[src/rtl/rtmp_pkg.sv]
// Shared types, sizes, register codes and colors of the rotated tile map pixel block.
package rtmp_pkg;

	localparam int VIEW_SIZE   = 256;
	localparam int CELL_PIXELS = 64;
	localparam int MARKER_SIZE = 8;
	localparam int MAX_ROWS    = 64;
	localparam int MAX_COLS    = 64;

	localparam int ROW_W     = $clog2(MAX_ROWS);
	localparam int COL_W     = $clog2(MAX_COLS);
	localparam int ADDR_W    = ROW_W + COL_W;
	localparam int MAP_DEPTH = MAX_ROWS * MAX_COLS;

	localparam int CELL_SHIFT = 8 + $clog2(CELL_PIXELS);
	localparam int PROD_W     = 24;
	localparam int SUM_W      = PROD_W + 1;
	localparam int MUL_W      = SUM_W + 17;
	localparam int POS_W      = 28;
	localparam int CIDX_W     = POS_W - CELL_SHIFT;
	localparam int LIM_W      = 7;
	localparam int SCR_W      = 12;

	localparam int VIEW_HALF = VIEW_SIZE / 2;
	localparam int MARK_LO   = VIEW_HALF - MARKER_SIZE / 2;
	localparam int MARK_HI   = VIEW_HALF + MARKER_SIZE / 2;

	localparam int QUEUE_DEPTH = 4;
	localparam int QPTR_W      = $clog2(QUEUE_DEPTH);

	localparam logic REQ_WRITE = 1'b0;
	localparam logic REQ_PIXEL = 1'b1;

	localparam logic [23:0] COLOR_OUT    = 24'h101010;
	localparam logic [23:0] COLOR_WALL   = 24'h696969;
	localparam logic [23:0] COLOR_FLOOR  = 24'hF0F8FF;
	localparam logic [23:0] COLOR_PLAYER = 24'hFF0000;

	localparam logic [15:0]      DIR_X_RESET = 16'd16384;
	localparam logic [15:0]      DIR_Y_RESET = 16'd0;
	localparam logic [15:0]      ZOOM_RESET  = 16'd256;
	localparam logic [LIM_W-1:0] ROWS_RESET  = LIM_W'(64);
	localparam logic [LIM_W-1:0] COLS_RESET  = LIM_W'(64);

	typedef enum logic [2:0] {
		CFG_PLAYER_X,
		CFG_PLAYER_Y,
		CFG_DIR_X,
		CFG_DIR_Y,
		CFG_ZOOM,
		CFG_MAP_ROWS,
		CFG_MAP_COLS
	} cfg_idx_t;

	typedef struct packed {
		logic              req_type;
		logic [5:0]        cell_row;
		logic [5:0]        cell_col;
		logic              cell_wall;
		logic signed [7:0] pixel_x;
		logic signed [7:0] pixel_y;
	} in_item_t;

	typedef struct packed {
		logic [7:0]  screen_col;
		logic [7:0]  screen_row;
		logic [23:0] color;
	} out_item_t;

	typedef struct packed {
		logic              is_pix;
		logic              in_map;
		logic              player_sq;
		logic              wall;
		logic [ADDR_W-1:0] addr;
		logic [7:0]        screen_col;
		logic [7:0]        screen_row;
	} q_entry_t;

endpackage

[src/rtl/rtmp_fifo.sv]
// Short register queue between the transform front end and the map back end.
module rtmp_fifo (
	input  logic                clk,
	input  logic                arst_n,
	input  logic                push,
	input  rtmp_pkg::q_entry_t  push_data,
	output logic                full,
	input  logic                pop,
	output rtmp_pkg::q_entry_t  pop_data,
	output logic                empty
);

	rtmp_pkg::q_entry_t                  slot_q [rtmp_pkg::QUEUE_DEPTH];
	logic [rtmp_pkg::QPTR_W-1:0]         wr_ptr_q;
	logic [rtmp_pkg::QPTR_W-1:0]         rd_ptr_q;
	logic [rtmp_pkg::QPTR_W:0]           count_q;

	assign full     = (count_q == (rtmp_pkg::QPTR_W + 1)'(rtmp_pkg::QUEUE_DEPTH));
	assign empty    = (count_q == '0);
	assign pop_data = slot_q[rd_ptr_q];

	always_ff @(posedge clk or negedge arst_n) begin
		if (!arst_n) begin
			wr_ptr_q <= '0;
			rd_ptr_q <= '0;
			count_q  <= '0;
		end else begin
			if (push) begin
				wr_ptr_q <= wr_ptr_q + 1'b1;
			end
			if (pop) begin
				rd_ptr_q <= rd_ptr_q + 1'b1;
			end
			if (push && !pop) begin
				count_q <= count_q + 1'b1;
			end else if (pop && !push) begin
				count_q <= count_q - 1'b1;
			end
		end
	end

	always_ff @(posedge clk) begin
		if (push) begin
			slot_q[wr_ptr_q] <= push_data;
		end
	end

endmodule

[config.mk]
export PLATFORM = sky130hd
export DESIGN_NAME = rtmp_fifo
export DESIGN_NICKNAME = d
export VERILOG_FILES = /design/src/rtl/rtmp_pkg.sv /design/src/rtl/rtmp_fifo.sv
export SDC_FILE = /design/constraint.sdc
export NUM_CORES = 1
export LEC_CHECK = 0
export ABC_AREA = 1
export ABC_CLOCK_PERIOD_IN_PS = 4200
export BUFFER_PORTS_ARGS = -buffer_cell sky130_fd_sc_hd__buf_2
export CORE_MARGIN = 2
export CORE_UTILIZATION = 50
export CTS_BUF_LIST = sky130_fd_sc_hd__clkbuf_16
export DETAILED_ROUTE_END_ITERATION = 7
export PLACE_DENSITY_LB_ADDON = 0.3
export SLEW_MARGIN = 0
export SYNTH_ARGS = -nofsm -noshare
export SYNTH_HDL_FRONTEND = slang
export SYNTH_SLANG_ARGS = --single-unit
[constraint.sdc]
create_clock -name clk -period 4.2 [get_ports clk]
set_clock_uncertainty 0.1 [all_clocks]
set_input_delay 0.42 -clock clk [delete_from_list [all_inputs] [get_ports clk]]
set_output_delay 0.42 -clock clk [all_outputs]
set_load 0.02 [all_outputs]
==> out/metrics.csv <==
metric,value,unit
max_stage_delay,1.18,ns
gp_congestion,0.717,
ys_types,18,
antenna_found_initial,1,
netlist_area,5450,sq um
max_freq,0.359,GHz
cp_max_fo,130,
outcome,finished clean,
yosysTopAreaCell,edfxtp_1,
ys_seq_elements,135,
synth-main-ff-cell,edfxtp_1,
power.density,767,nW/um^2
crit_required,3.68,ns
track_usage,17.4,%
topRoutingLayerUsed,met5,
r2r_slack,2.43,ns
cts.clk_slew.worst_paths,0.05,ns
drv_slew,0,
yosysWarnings,0,
nNetsFinal,535,
hpwl,5520,microns
p_total,5.02,mW
area_delta_synth_final,20.0,%
wl_met2,4850,microns
async_reset_ff_share,5.19,%
setup_viol,0,
setup_slack,1.42,ns
grt_pass1_vias,3107,
p_leak,2.71,nW
min_period,2.78,ns
whs,0.129,ns
root_buffer,clkbuf_16,
hold_viol_final,0,
numCtsBuffers,17,
drcViolationCount,0,
grt_max_degree,131,
syn_avg_cell_area,13.0,sq um
start_kind,flop,
wl_per_cell,14.9,microns
slew_headroom,18.5,%
drtAntennaViolNets,0,
core_area,10700,sq um
synth_common_cells,"128 x edfxtp_1, 109 x nand2_1, 75 x inv_1",
drt-total-wl,9640,microns
wl_met1,4150,microns
dp.cells,613,
synth.top_cell.area_share,70.5,%
rsz0062_at_grt,no,
tns,0,ns
start_util,50.8,%
place_ws,1.89,ns
crit_type,reg2out,
hp-class,in2reg,
num_io_pins,70,
utilization,60.9,%
met3_length,502,microns
fin_crit_sh,66.3,%
fillCellCount,831,
endpoint_kind,primary output,
final_area,6540,sq um
peakVddDrop,0.468,mV
worstPathCellList,"o211ai_1, nand2_1, buf_2",
insertion_delay,0.40,ns
synth_cells,421,
first_pass_iters,4,
die_x,108,microns
worst_pin_slew,1.22,ns
stdcell_count,645,
synth-seq-area-share,73.7,%
grt_pass1_wl,14900,microns
cap_violations,0,
die-height,108,microns
via_per_inst,4.98,
num_vias,3213,
diodes,0,
synth-edff-count,128,
cts.sinks,135,
overflow,0,
clk_path_buf_depth,2,
drt-initial-drc-count,232,
rows,38,
synth_area_leaders,"edfxtp_1 70%, o211ai_1 8.8%, nand2_1 7.5%, inv_1 5.2%, dfrtp_1 3.2%",
port_buffers,69,
placed_cell_area,5900,sq um
slowest_stage,dfrtp_4,
drive_above_1_share,20.8,%
synth.most_common_cell,edfxtp_1,
cts_tree,built,
die_area,11800,sq um
arrival,2.26,ns
htree_levels,4,
synth_nets,463,
==> flip-flops by register name (all words and copies together), names as in the netlist <==
signal and flops:
slot_q 128, count_q 3, rd_ptr_q 2, wr_ptr_q 2
==> metal layers <==
layer,global-route usage (%),up-vias
met1,20.5,1535
met2,29.2,74
met5,0,-
li1,-,1592
met3,6.57,10
met4,6.32,2
==> cells in the final DEF (no fill, tap or decap) <==
cell / instances
edfxtp_1: 128
buf_4: 5
clkinv_2: 2
dfrtp_4: 1
nand2_1: 109
nor3_1: 2
o211ai_1: 64
bufinv_16: 5
fa_1: 1
clkinv_1: 2
ha_1: 5
inv_2: 1
buf_2: 69
xor2_1: 3
clkinv_4: 2
inv_1: 75
o21ai_1: 1
clkbuf_16: 17
dlygate4sd3_1: 1
nand4_1: 1
nand3_1: 1
clkinvlp_4: 3
dfrtp_1: 6
xnor2_1: 1
==> area by class of cell <==
cell class	count	area [sq um]	share of cell area [%]
inverters	76	285	4.36
clock buffers	17	425	6.50
clock inverters	14	208	3.17
repair buffers	75	393	6.00
well taps	140	175	2.68
multi-input cells	188	1030	15.8
flip-flops and latches	135	4020	61.5
==> kinds of logic after synthesis <==
logic type      Yosys count  share of synthesized area, %
compound gates           65                          8.90
simple gates            113                          7.89
xor+xnor                  4                         0.642
flops                   135                          73.7
fa+ha+maj                 6                          1.51
buf+inv                  98                          7.36
==> worst max-delay path: cells and delay by family, from the launching register on <==
family,cells,cell delay (ns)
AND/OR/NAND/NOR,1,0.16
buffers and inverters,1,0.18
flip-flops,1,1.18
AO/OA/AOI/OAI,1,0.24
==> power breakdown <==
part           switching (mW)  internal (mW)
Sequential              0.249           1.77
Clock                   0.506           1.04
Combinational           0.969          0.480
Total                    1.72           3.29
==> timing repair <==
action                                  CTS  global route
endpoints found under the setup margin    0             0
buffers inserted                          0             0
hold buffers                              1             0
hold endpoints to repair                  7             0
resized for setup                         0             0
==> worst paths after layout <==
path / startpoint / endpoint / depth (start not counted)
setup / recovery: rd_ptr_q[0] / pop_data[17] / 3
hold / removal: pop / rd_ptr_q[0] / 2
setup reg to reg: rd_ptr_q[0] / rd_ptr_q[1] / 2
hold reg to reg: wr_ptr_q[0] / wr_ptr_q[0] / 1
max in group asynchronous: arst_n / rd_ptr_q[0] / 2
min in group asynchronous: arst_n / wr_ptr_q[1] / 2
Power figures use the tool's default switching activity.
