===== config.mk =====
export PLATFORM = sky130hd
export DESIGN_NAME = rtmp_front
export DESIGN_NICKNAME = d
export VERILOG_FILES = /design/src/rtl/rtmp_pkg.sv /design/src/rtl/rtmp_front.sv
export SDC_FILE = /design/constraint.sdc
export NUM_CORES = 2
export LEC_CHECK = 0
export ABC_AREA = 0
export BUFFER_PORTS_ARGS = -buffer_cell sky130_fd_sc_hd__buf_2
export CAP_MARGIN = 5
export CORE_MARGIN = 4
export CORE_UTILIZATION = 55
export CTS_BUF_LIST = sky130_fd_sc_hd__clkbuf_8 sky130_fd_sc_hd__clkbuf_16
export DETAILED_ROUTE_END_ITERATION = 10
export PLACE_DENSITY = 0.74
export SETUP_SLACK_MARGIN = 0.3
export SYNTH_ARGS = -nofsm -noshare
export SYNTH_HDL_FRONTEND = slang
export SYNTH_SLANG_ARGS = --single-unit

===== constraint.sdc =====
create_clock -name clk -period 8.7 [get_ports clk]
set_input_delay 0 -clock clk [delete_from_list [all_inputs] [get_ports clk]]
set_output_delay 0 -clock clk [all_outputs]
set_load 0.03 [all_outputs]

===== src/rtl/rtmp_pkg.sv =====
// Shared types, sizes, register codes and colors of the rotated tile map pixel block.
package rtmp_pkg;

	localparam int VIEW_SIZE   = 256;
	localparam int CELL_PIXELS = 64;
	localparam int MARKER_SIZE = 8;
	localparam int MAX_ROWS    = 64;
	localparam int MAX_COLS    = 64;

	localparam int ROW_W     = $clog2(MAX_ROWS);
	localparam int COL_W     = $clog2(MAX_COLS);
	localparam int ADDR_W    = ROW_W + COL_W;
	localparam int MAP_DEPTH = MAX_ROWS * MAX_COLS;

	localparam int CELL_SHIFT = 8 + $clog2(CELL_PIXELS);
	localparam int PROD_W     = 24;
	localparam int SUM_W      = PROD_W + 1;
	localparam int MUL_W      = SUM_W + 17;
	localparam int POS_W      = 28;
	localparam int CIDX_W     = POS_W - CELL_SHIFT;
	localparam int LIM_W      = 7;
	localparam int SCR_W      = 12;

	localparam int VIEW_HALF = VIEW_SIZE / 2;
	localparam int MARK_LO   = VIEW_HALF - MARKER_SIZE / 2;
	localparam int MARK_HI   = VIEW_HALF + MARKER_SIZE / 2;

	localparam int QUEUE_DEPTH = 4;
	localparam int QPTR_W      = $clog2(QUEUE_DEPTH);

	localparam logic REQ_WRITE = 1'b0;
	localparam logic REQ_PIXEL = 1'b1;

	localparam logic [23:0] COLOR_OUT    = 24'h101010;
	localparam logic [23:0] COLOR_WALL   = 24'h696969;
	localparam logic [23:0] COLOR_FLOOR  = 24'hF0F8FF;
	localparam logic [23:0] COLOR_PLAYER = 24'hFF0000;

	localparam logic [15:0]      DIR_X_RESET = 16'd16384;
	localparam logic [15:0]      DIR_Y_RESET = 16'd0;
	localparam logic [15:0]      ZOOM_RESET  = 16'd256;
	localparam logic [LIM_W-1:0] ROWS_RESET  = LIM_W'(64);
	localparam logic [LIM_W-1:0] COLS_RESET  = LIM_W'(64);

	typedef enum logic [2:0] {
		CFG_PLAYER_X,
		CFG_PLAYER_Y,
		CFG_DIR_X,
		CFG_DIR_Y,
		CFG_ZOOM,
		CFG_MAP_ROWS,
		CFG_MAP_COLS
	} cfg_idx_t;

	typedef struct packed {
		logic              req_type;
		logic [5:0]        cell_row;
		logic [5:0]        cell_col;
		logic              cell_wall;
		logic signed [7:0] pixel_x;
		logic signed [7:0] pixel_y;
	} in_item_t;

	typedef struct packed {
		logic [7:0]  screen_col;
		logic [7:0]  screen_row;
		logic [23:0] color;
	} out_item_t;

	typedef struct packed {
		logic              is_pix;
		logic              in_map;
		logic              player_sq;
		logic              wall;
		logic [ADDR_W-1:0] addr;
		logic [7:0]        screen_col;
		logic [7:0]        screen_row;
	} q_entry_t;

endpackage


===== src/rtl/rtmp_front.sv =====
// Front end: configuration registers, item intake and the rotate, scale and cell classify pipeline.
module rtmp_front (
	input  logic                clk,
	input  logic                arst_n,
	input  logic                cfg_we,
	input  logic [2:0]          cfg_addr,
	input  logic [23:0]         cfg_wdata,
	input  logic                in_valid,
	output logic                in_ready,
	input  rtmp_pkg::in_item_t  in_data,
	output logic                q_push,
	input  logic                q_full,
	output rtmp_pkg::q_entry_t  q_data
);

	typedef struct packed {
		logic                        ok;
		logic [rtmp_pkg::CIDX_W-1:0] idx;
	} cell_t;

	logic signed [23:0]                 player_x_q;
	logic signed [23:0]                 player_y_q;
	logic signed [15:0]                 dir_x_q;
	logic signed [15:0]                 dir_y_q;
	logic [15:0]                        zoom_q;
	logic [rtmp_pkg::LIM_W-1:0]         map_rows_q;
	logic [rtmp_pkg::LIM_W-1:0]         map_cols_q;

	logic                               en;
	logic                               valid_s1, valid_s2, valid_s3;
	rtmp_pkg::in_item_t                 item_s1, item_s2, item_s3;
	logic signed [rtmp_pkg::PROD_W-1:0] ptx_s1, pty_s1, puy_s1, pux_s1;
	logic signed [rtmp_pkg::SUM_W-1:0]  t_s2, u_s2;
	logic signed [rtmp_pkg::MUL_W-1:0]  tz_s3, uz_s3;

	logic signed [rtmp_pkg::POS_W-1:0]  px, py;
	logic [rtmp_pkg::LIM_W-1:0]         rows_lim, cols_lim, flip_row;
	cell_t                              cell_c, cell_r;
	logic signed [rtmp_pkg::SCR_W-1:0]  scol, srow;
	logic                               marker;
	logic                               write_ok;

	function automatic cell_t cell_of(logic signed [rtmp_pkg::POS_W-1:0] pos,
		logic [rtmp_pkg::LIM_W-1:0] lim);
		cell_t res;
		res.idx = '0;
		res.ok  = 1'b0;
		if (pos[rtmp_pkg::POS_W-1]) begin
			// Offsets just below zero truncate toward zero into cell 0.
			res.ok = (&pos[rtmp_pkg::POS_W-1:rtmp_pkg::CELL_SHIFT])
				&& (|pos[rtmp_pkg::CELL_SHIFT-1:0]) && (lim != '0);
		end else begin
			res.idx = pos[rtmp_pkg::POS_W-1:rtmp_pkg::CELL_SHIFT];
			res.ok  = (res.idx < rtmp_pkg::CIDX_W'(lim));
		end
		return res;
	endfunction

	always_ff @(posedge clk or negedge arst_n) begin
		if (!arst_n) begin
			player_x_q <= '0;
			player_y_q <= '0;
			dir_x_q    <= rtmp_pkg::DIR_X_RESET;
			dir_y_q    <= rtmp_pkg::DIR_Y_RESET;
			zoom_q     <= rtmp_pkg::ZOOM_RESET;
			map_rows_q <= rtmp_pkg::ROWS_RESET;
			map_cols_q <= rtmp_pkg::COLS_RESET;
		end else if (cfg_we) begin
			case (rtmp_pkg::cfg_idx_t'(cfg_addr))
				rtmp_pkg::CFG_PLAYER_X: player_x_q <= cfg_wdata;
				rtmp_pkg::CFG_PLAYER_Y: player_y_q <= cfg_wdata;
				rtmp_pkg::CFG_DIR_X:    dir_x_q    <= cfg_wdata[15:0];
				rtmp_pkg::CFG_DIR_Y:    dir_y_q    <= cfg_wdata[15:0];
				rtmp_pkg::CFG_ZOOM:     zoom_q     <= cfg_wdata[15:0];
				rtmp_pkg::CFG_MAP_ROWS: map_rows_q <= cfg_wdata[rtmp_pkg::LIM_W-1:0];
				rtmp_pkg::CFG_MAP_COLS: map_cols_q <= cfg_wdata[rtmp_pkg::LIM_W-1:0];
				default: ;
			endcase
		end
	end

	assign en       = !(valid_s3 && q_full);
	assign in_ready = en;
	assign q_push   = valid_s3 && !q_full;

	always_ff @(posedge clk or negedge arst_n) begin
		if (!arst_n) begin
			valid_s1 <= 1'b0;
			valid_s2 <= 1'b0;
			valid_s3 <= 1'b0;
		end else if (en) begin
			valid_s1 <= in_valid;
			valid_s2 <= valid_s1;
			valid_s3 <= valid_s2;
		end
	end

	always_ff @(posedge clk) begin
		if (en) begin
			item_s1 <= in_data;
			ptx_s1  <= dir_x_q * $signed(in_data.pixel_y);
			pty_s1  <= dir_y_q * $signed(in_data.pixel_x);
			puy_s1  <= dir_y_q * $signed(in_data.pixel_y);
			pux_s1  <= dir_x_q * $signed(in_data.pixel_x);
			item_s2 <= item_s1;
			t_s2    <= rtmp_pkg::SUM_W'(ptx_s1) + rtmp_pkg::SUM_W'(pty_s1);
			u_s2    <= rtmp_pkg::SUM_W'(puy_s1) - rtmp_pkg::SUM_W'(pux_s1);
			item_s3 <= item_s2;
			tz_s3   <= t_s2 * $signed({1'b0, zoom_q});
			uz_s3   <= u_s2 * $signed({1'b0, zoom_q});
		end
	end

	always_comb begin
		px = rtmp_pkg::POS_W'(player_x_q)
			+ rtmp_pkg::POS_W'(tz_s3[rtmp_pkg::MUL_W-1:14]);
		py = rtmp_pkg::POS_W'(player_y_q)
			+ rtmp_pkg::POS_W'(uz_s3[rtmp_pkg::MUL_W-1:14]);
		rows_lim = (map_rows_q > rtmp_pkg::LIM_W'(rtmp_pkg::MAX_ROWS))
			? rtmp_pkg::LIM_W'(rtmp_pkg::MAX_ROWS) : map_rows_q;
		cols_lim = (map_cols_q > rtmp_pkg::LIM_W'(rtmp_pkg::MAX_COLS))
			? rtmp_pkg::LIM_W'(rtmp_pkg::MAX_COLS) : map_cols_q;
		cell_c   = cell_of(px, cols_lim);
		cell_r   = cell_of(py, rows_lim);
		flip_row = rows_lim - 1'b1 - cell_r.idx[rtmp_pkg::LIM_W-1:0];

		scol = rtmp_pkg::SCR_W'($signed(item_s3.pixel_x))
			+ rtmp_pkg::SCR_W'(rtmp_pkg::VIEW_HALF);
		srow = rtmp_pkg::SCR_W'(rtmp_pkg::VIEW_HALF - 1)
			- rtmp_pkg::SCR_W'($signed(item_s3.pixel_y));
		marker = (scol >= rtmp_pkg::SCR_W'(rtmp_pkg::MARK_LO))
			&& (scol < rtmp_pkg::SCR_W'(rtmp_pkg::MARK_HI))
			&& (srow >= rtmp_pkg::SCR_W'(rtmp_pkg::MARK_LO))
			&& (srow < rtmp_pkg::SCR_W'(rtmp_pkg::MARK_HI));

		write_ok = (32'(item_s3.cell_row) < rtmp_pkg::MAX_ROWS)
			&& (32'(item_s3.cell_col) < rtmp_pkg::MAX_COLS);

		q_data            = '0;
		q_data.is_pix     = (item_s3.req_type == rtmp_pkg::REQ_PIXEL);
		q_data.screen_col = scol[7:0];
		q_data.screen_row = srow[7:0];
		q_data.player_sq  = marker;
		q_data.wall       = item_s3.cell_wall;
		if (item_s3.req_type == rtmp_pkg::REQ_WRITE) begin
			q_data.in_map = write_ok;
			q_data.addr   = {item_s3.cell_row[rtmp_pkg::ROW_W-1:0],
				item_s3.cell_col[rtmp_pkg::COL_W-1:0]};
		end else begin
			q_data.in_map = cell_c.ok && cell_r.ok;
			q_data.addr   = {flip_row[rtmp_pkg::ROW_W-1:0],
				cell_c.idx[rtmp_pkg::COL_W-1:0]};
		end
	end

endmodule


==> results.py <==
metrics = {
    "status": {
        "status": "finished clean",
    },
    "sta": {
        "skew_ps": 32.7,
        "fmax_ghz": 0.134,
        "finalSetupViolations": 0,
        "maxSlewHeadroom_pct": 19.6,
        "fin_crit_ps": 7480,
        "hold_viol": 0,
        "finalCritPeriodShare_pct": 86.0,
        "whs_ps": 38.0,
        "slew_violations": 0,
        "rsz0062_at_grt": "false",
        "worst_pin_slew_ps": 1210,
        "setup_tns_ps": 0,
    },
    "routing": {
        "drc_errors": 0,
        "wirelength_mm": 153,
        "drtIter0Drc": 3147,
        "wire_per_inst_um": 18.9,
        "antenna_left": 0,
        "dr.pass1.iters": 8,
        "via_per_inst": 5.46,
        "via_count": 44200,
    },
    "clock_network": {
        "clkTransAtPathRegs_ps": 70,
        "cts_tree": "yes",
        "clock_latency_ps": 650,
        "clkSinkCount": 405,
        "root_buffer": "clkbuf_16",
        "clk_path_buf_depth": 3,
        "htree_levels": 2,
        "cts_buffers": 50,
    },
    "setup_path": {
        "crit_family": "adder cells",
        "critPathCapture": "uz_s3[41]",
        "ff2ff_path_depth": 23,
        "critical_path_required_ps": 9090,
        "crit_path_top_delay_cell": "dfrtp_1",
        "arrival_ps": 7870,
        "timing.rr.start": "zoom_q[13]",
        "path_class": "flop to flop",
        "path_buf_inv": 3,
        "cp-start-kind": "flop",
        "path_depth": 23,
        "rr_endpoint": "uz_s3[41]",
        "startpoint": "zoom_q[13]",
        "crit_chain": "buf_12 > and2_1 > fa_1 > fa_1 > fa_1 > fa_1 > fa_1 > inv_1 > fa_1 > inv_1 > ha_1 > a21o_1 > a21o_1 > a2bb2oi_1 > o21ai_1 > a21o_1 > a221o_1 > nand2_2 > a31oi_2 > a41o_1 > a21o_1 > a21oi_2 > xnor2_1",
        "crit_top_cell": "fa_1",
        "cp_max_fo": 27,
        "end_kind": "flop",
        "cpPeakStageDelay_ps": 1100,
        "r2r_slack_ps": 1220,
    },
    "die": {
        "io_pins": 96,
        "fp-row-count": 125,
        "die_w_um": 349,
        "core_area_um2": 116000,
        "die_h_um": 349,
        "start_util_pct": 55.3,
        "fp.dieArea_um2": 122000,
    },
    "logic_synthesis": {
        "synthFlopType": "edfxtp_1",
        "synth_top_area_cell": "fa_1",
        "synth_edf_count": 292,
        "yosysTopAreaCellShare_pct": 37.3,
        "synth_area_leaders": "fa_1, edfxtp_1, ha_1, inv_1, and2_1",
        "yosys_register_bits": 405,
        "avgSynthCellArea_um2": 9.84,
        "synth_nets": 8276,
        "synthDistinctLibCells": 81,
        "yosysSeqAreaShare_pct": 18.1,
        "synth-async-reset-ratio_pct": 27.9,
        "synth_area_um2": 64100,
        "yosysWarnings": 0,
        "netlist_instances": 6518,
    },
    "place": {
        "gp_congestion": 0.917,
        "dp_hpwl_mm": 118,
        "port_buffers": 95,
        "dpl-instance-area_um2": 66000,
    },
    "run": {
        "drv_cap": 0,
    },
    "cells_and_area": {
        "final_util_pct": 58.8,
        "stdcell_area_um2": 68200,
        "syn_to_final_growth_pct": 6.41,
        "nets": 8284,
        "drive_gt1_share_pct": 5.83,
    },
    "global_route": {
        "grt_max_degree": 87,
        "gr-total-overflow": 0,
        "grt_pass1_wl_mm": 253,
        "grt_pass1_vias": 47500,
        "grt.total_usage_pct": 26.3,
        "antenna_found_initial": 7,
    },
    "hold_path": {
        "hold_path.class": "primary input to flop",
    },
}
==> metal layers <==
| metal | vias up | global-route usage (%) | routed length, µm |
|---|---|---|---|
| li1 | 19800 | - | - |
| met3 | 318 | 4.13 | 11000 |
| met4 | 4 | 10.2 | 6950 |
| met5 | - | 0 | 27 |
| met1 | 22500 | 35.9 | 64000 |
| met2 | 1542 | 42.7 | 71000 |
==> cells by family (layout without fill, tap and decap cells) <==
logic type,count (synthesis),after routing,share of synthesized area [%]
flip-flops,405,405,18.1
AO/OA/AOI/OAI,491,491,5.06
multiplexers,116,116,2.03
buffers and inverters,1730,1780,10.2
other,0,5,0
adder cells (fa/ha/maj),1696,1696,47.1
XOR/XNOR,229,229,3.14
AND/OR/NAND/NOR,1851,1851,14.4
==> timing repair <==
| action | CTS | global route |
|---|---|---|
| gates resized for setup | 0 | 0 |
| hold endpoints to repair | 202 | 0 |
| setup buffers | 0 | 0 |
| hold buffers | 59 | 0 |
==> metrics by stage <==
stage          setup WS (ps)  instances
5_1_grt                  941       8092
3_5_place_dp            1320       7939
3_3_place_gp            1410       7939
6_report                1220       8097
4_1_cts                 1300       8092
2_1_floorplan            916       6518
==> layout make-up <==
type	instances	area, µm²
clock inverter	41	339
sequential	405	11600
tap	1524	1910
clock buffer	53	1320
fill	9725	47800
timing repair buffer	199	1460
antenna	5	12.5
inverter	1487	5580
multi-input combinational	4383	46000
==> layout by cell type, fill, tap and decap left out, types with 70 or more instances in the layout <==
cell | Yosys | layout
buf_2 | 1 | 94
edfxtp_1 | 292 | 292
inv_1 | 1486 | 1490
dfrtp_1 | 109 | 108
mux2_2 | 115 | 115
o21ai_0 | 104 | 104
ha_1 | 501 | 501
and2_1 | 643 | 643
nor2_1 | 171 | 171
nand2_1 | 724 | 723
xnor2_1 | 172 | 172
fa_1 | 1195 | 1195
a21oi_1 | 135 | 135
nand2b_1 | 70 | 70
==> synthesized netlist by cell type (all sizes together), types with 9 or more instances <==
| master | n |
|---|---|
| or3 | 17 |
| o211ai | 10 |
| a21o | 51 |
| nor2 | 171 |
| clkbuf | 231 |
| or2 | 9 |
| buf | 12 |
| nand2 | 725 |
| o21bai | 15 |
| nand2b | 70 |
| nand3 | 52 |
| nor3 | 69 |
| dfrtp | 109 |
| and2 | 643 |
| xor2 | 56 |
| o21a | 36 |
| inv | 1486 |
| a21boi | 16 |
| o21ai | 114 |
| xnor2 | 173 |
| a21oi | 137 |
| edfxtp | 292 |
| and3 | 23 |
| and4 | 9 |
| nand4 | 12 |
| ha | 501 |
| fa | 1195 |
| nor2b | 28 |
| mux2 | 115 |
| a31oi | 26 |
| a211oi | 19 |
==> state kept, by name, summed over array words and instances, names as in the netlist <==
| signal | flops |
|---|---|
| item_s1 | 30 |
| item_s2 | 30 |
| item_s3 | 28 |
| tz_s3 | 28 |
| uz_s3 | 28 |
| t_s2 | 25 |
| u_s2 | 25 |
| player_x_q | 24 |
| player_y_q | 24 |
| ptx_s1 | 24 |
| pty_s1 | 24 |
| pux_s1 | 24 |
| puy_s1 | 24 |
| dir_x_q | 16 |
| dir_y_q | 16 |
| zoom_q | 16 |
| map_cols_q | 7 |
| map_rows_q | 7 |
| q_data | 2 |
| valid_s1 | 1 |
| valid_s2 | 1 |
| valid_s3 | 1 |
==> worst min path at each step <==
| stage | to | start | cells after the start |
|---|---|---|---|
| after global placement | item_s1[29] | in_data[29] | 1 |
| after global routing | item_s1[5] | in_data[5] | 2 |
| after detailed placement | item_s1[25] | in_data[25] | 1 |
| final | item_s1[5] | in_data[5] | 2 |
| after floorplan | dir_x_q[0] | arst_n | 0 |
| after CTS | item_s1[1] | in_data[1] | 1 |
Power is not shown: default switching activity piles up to over one toggle a cycle in this logic, so the estimate is an artifact.
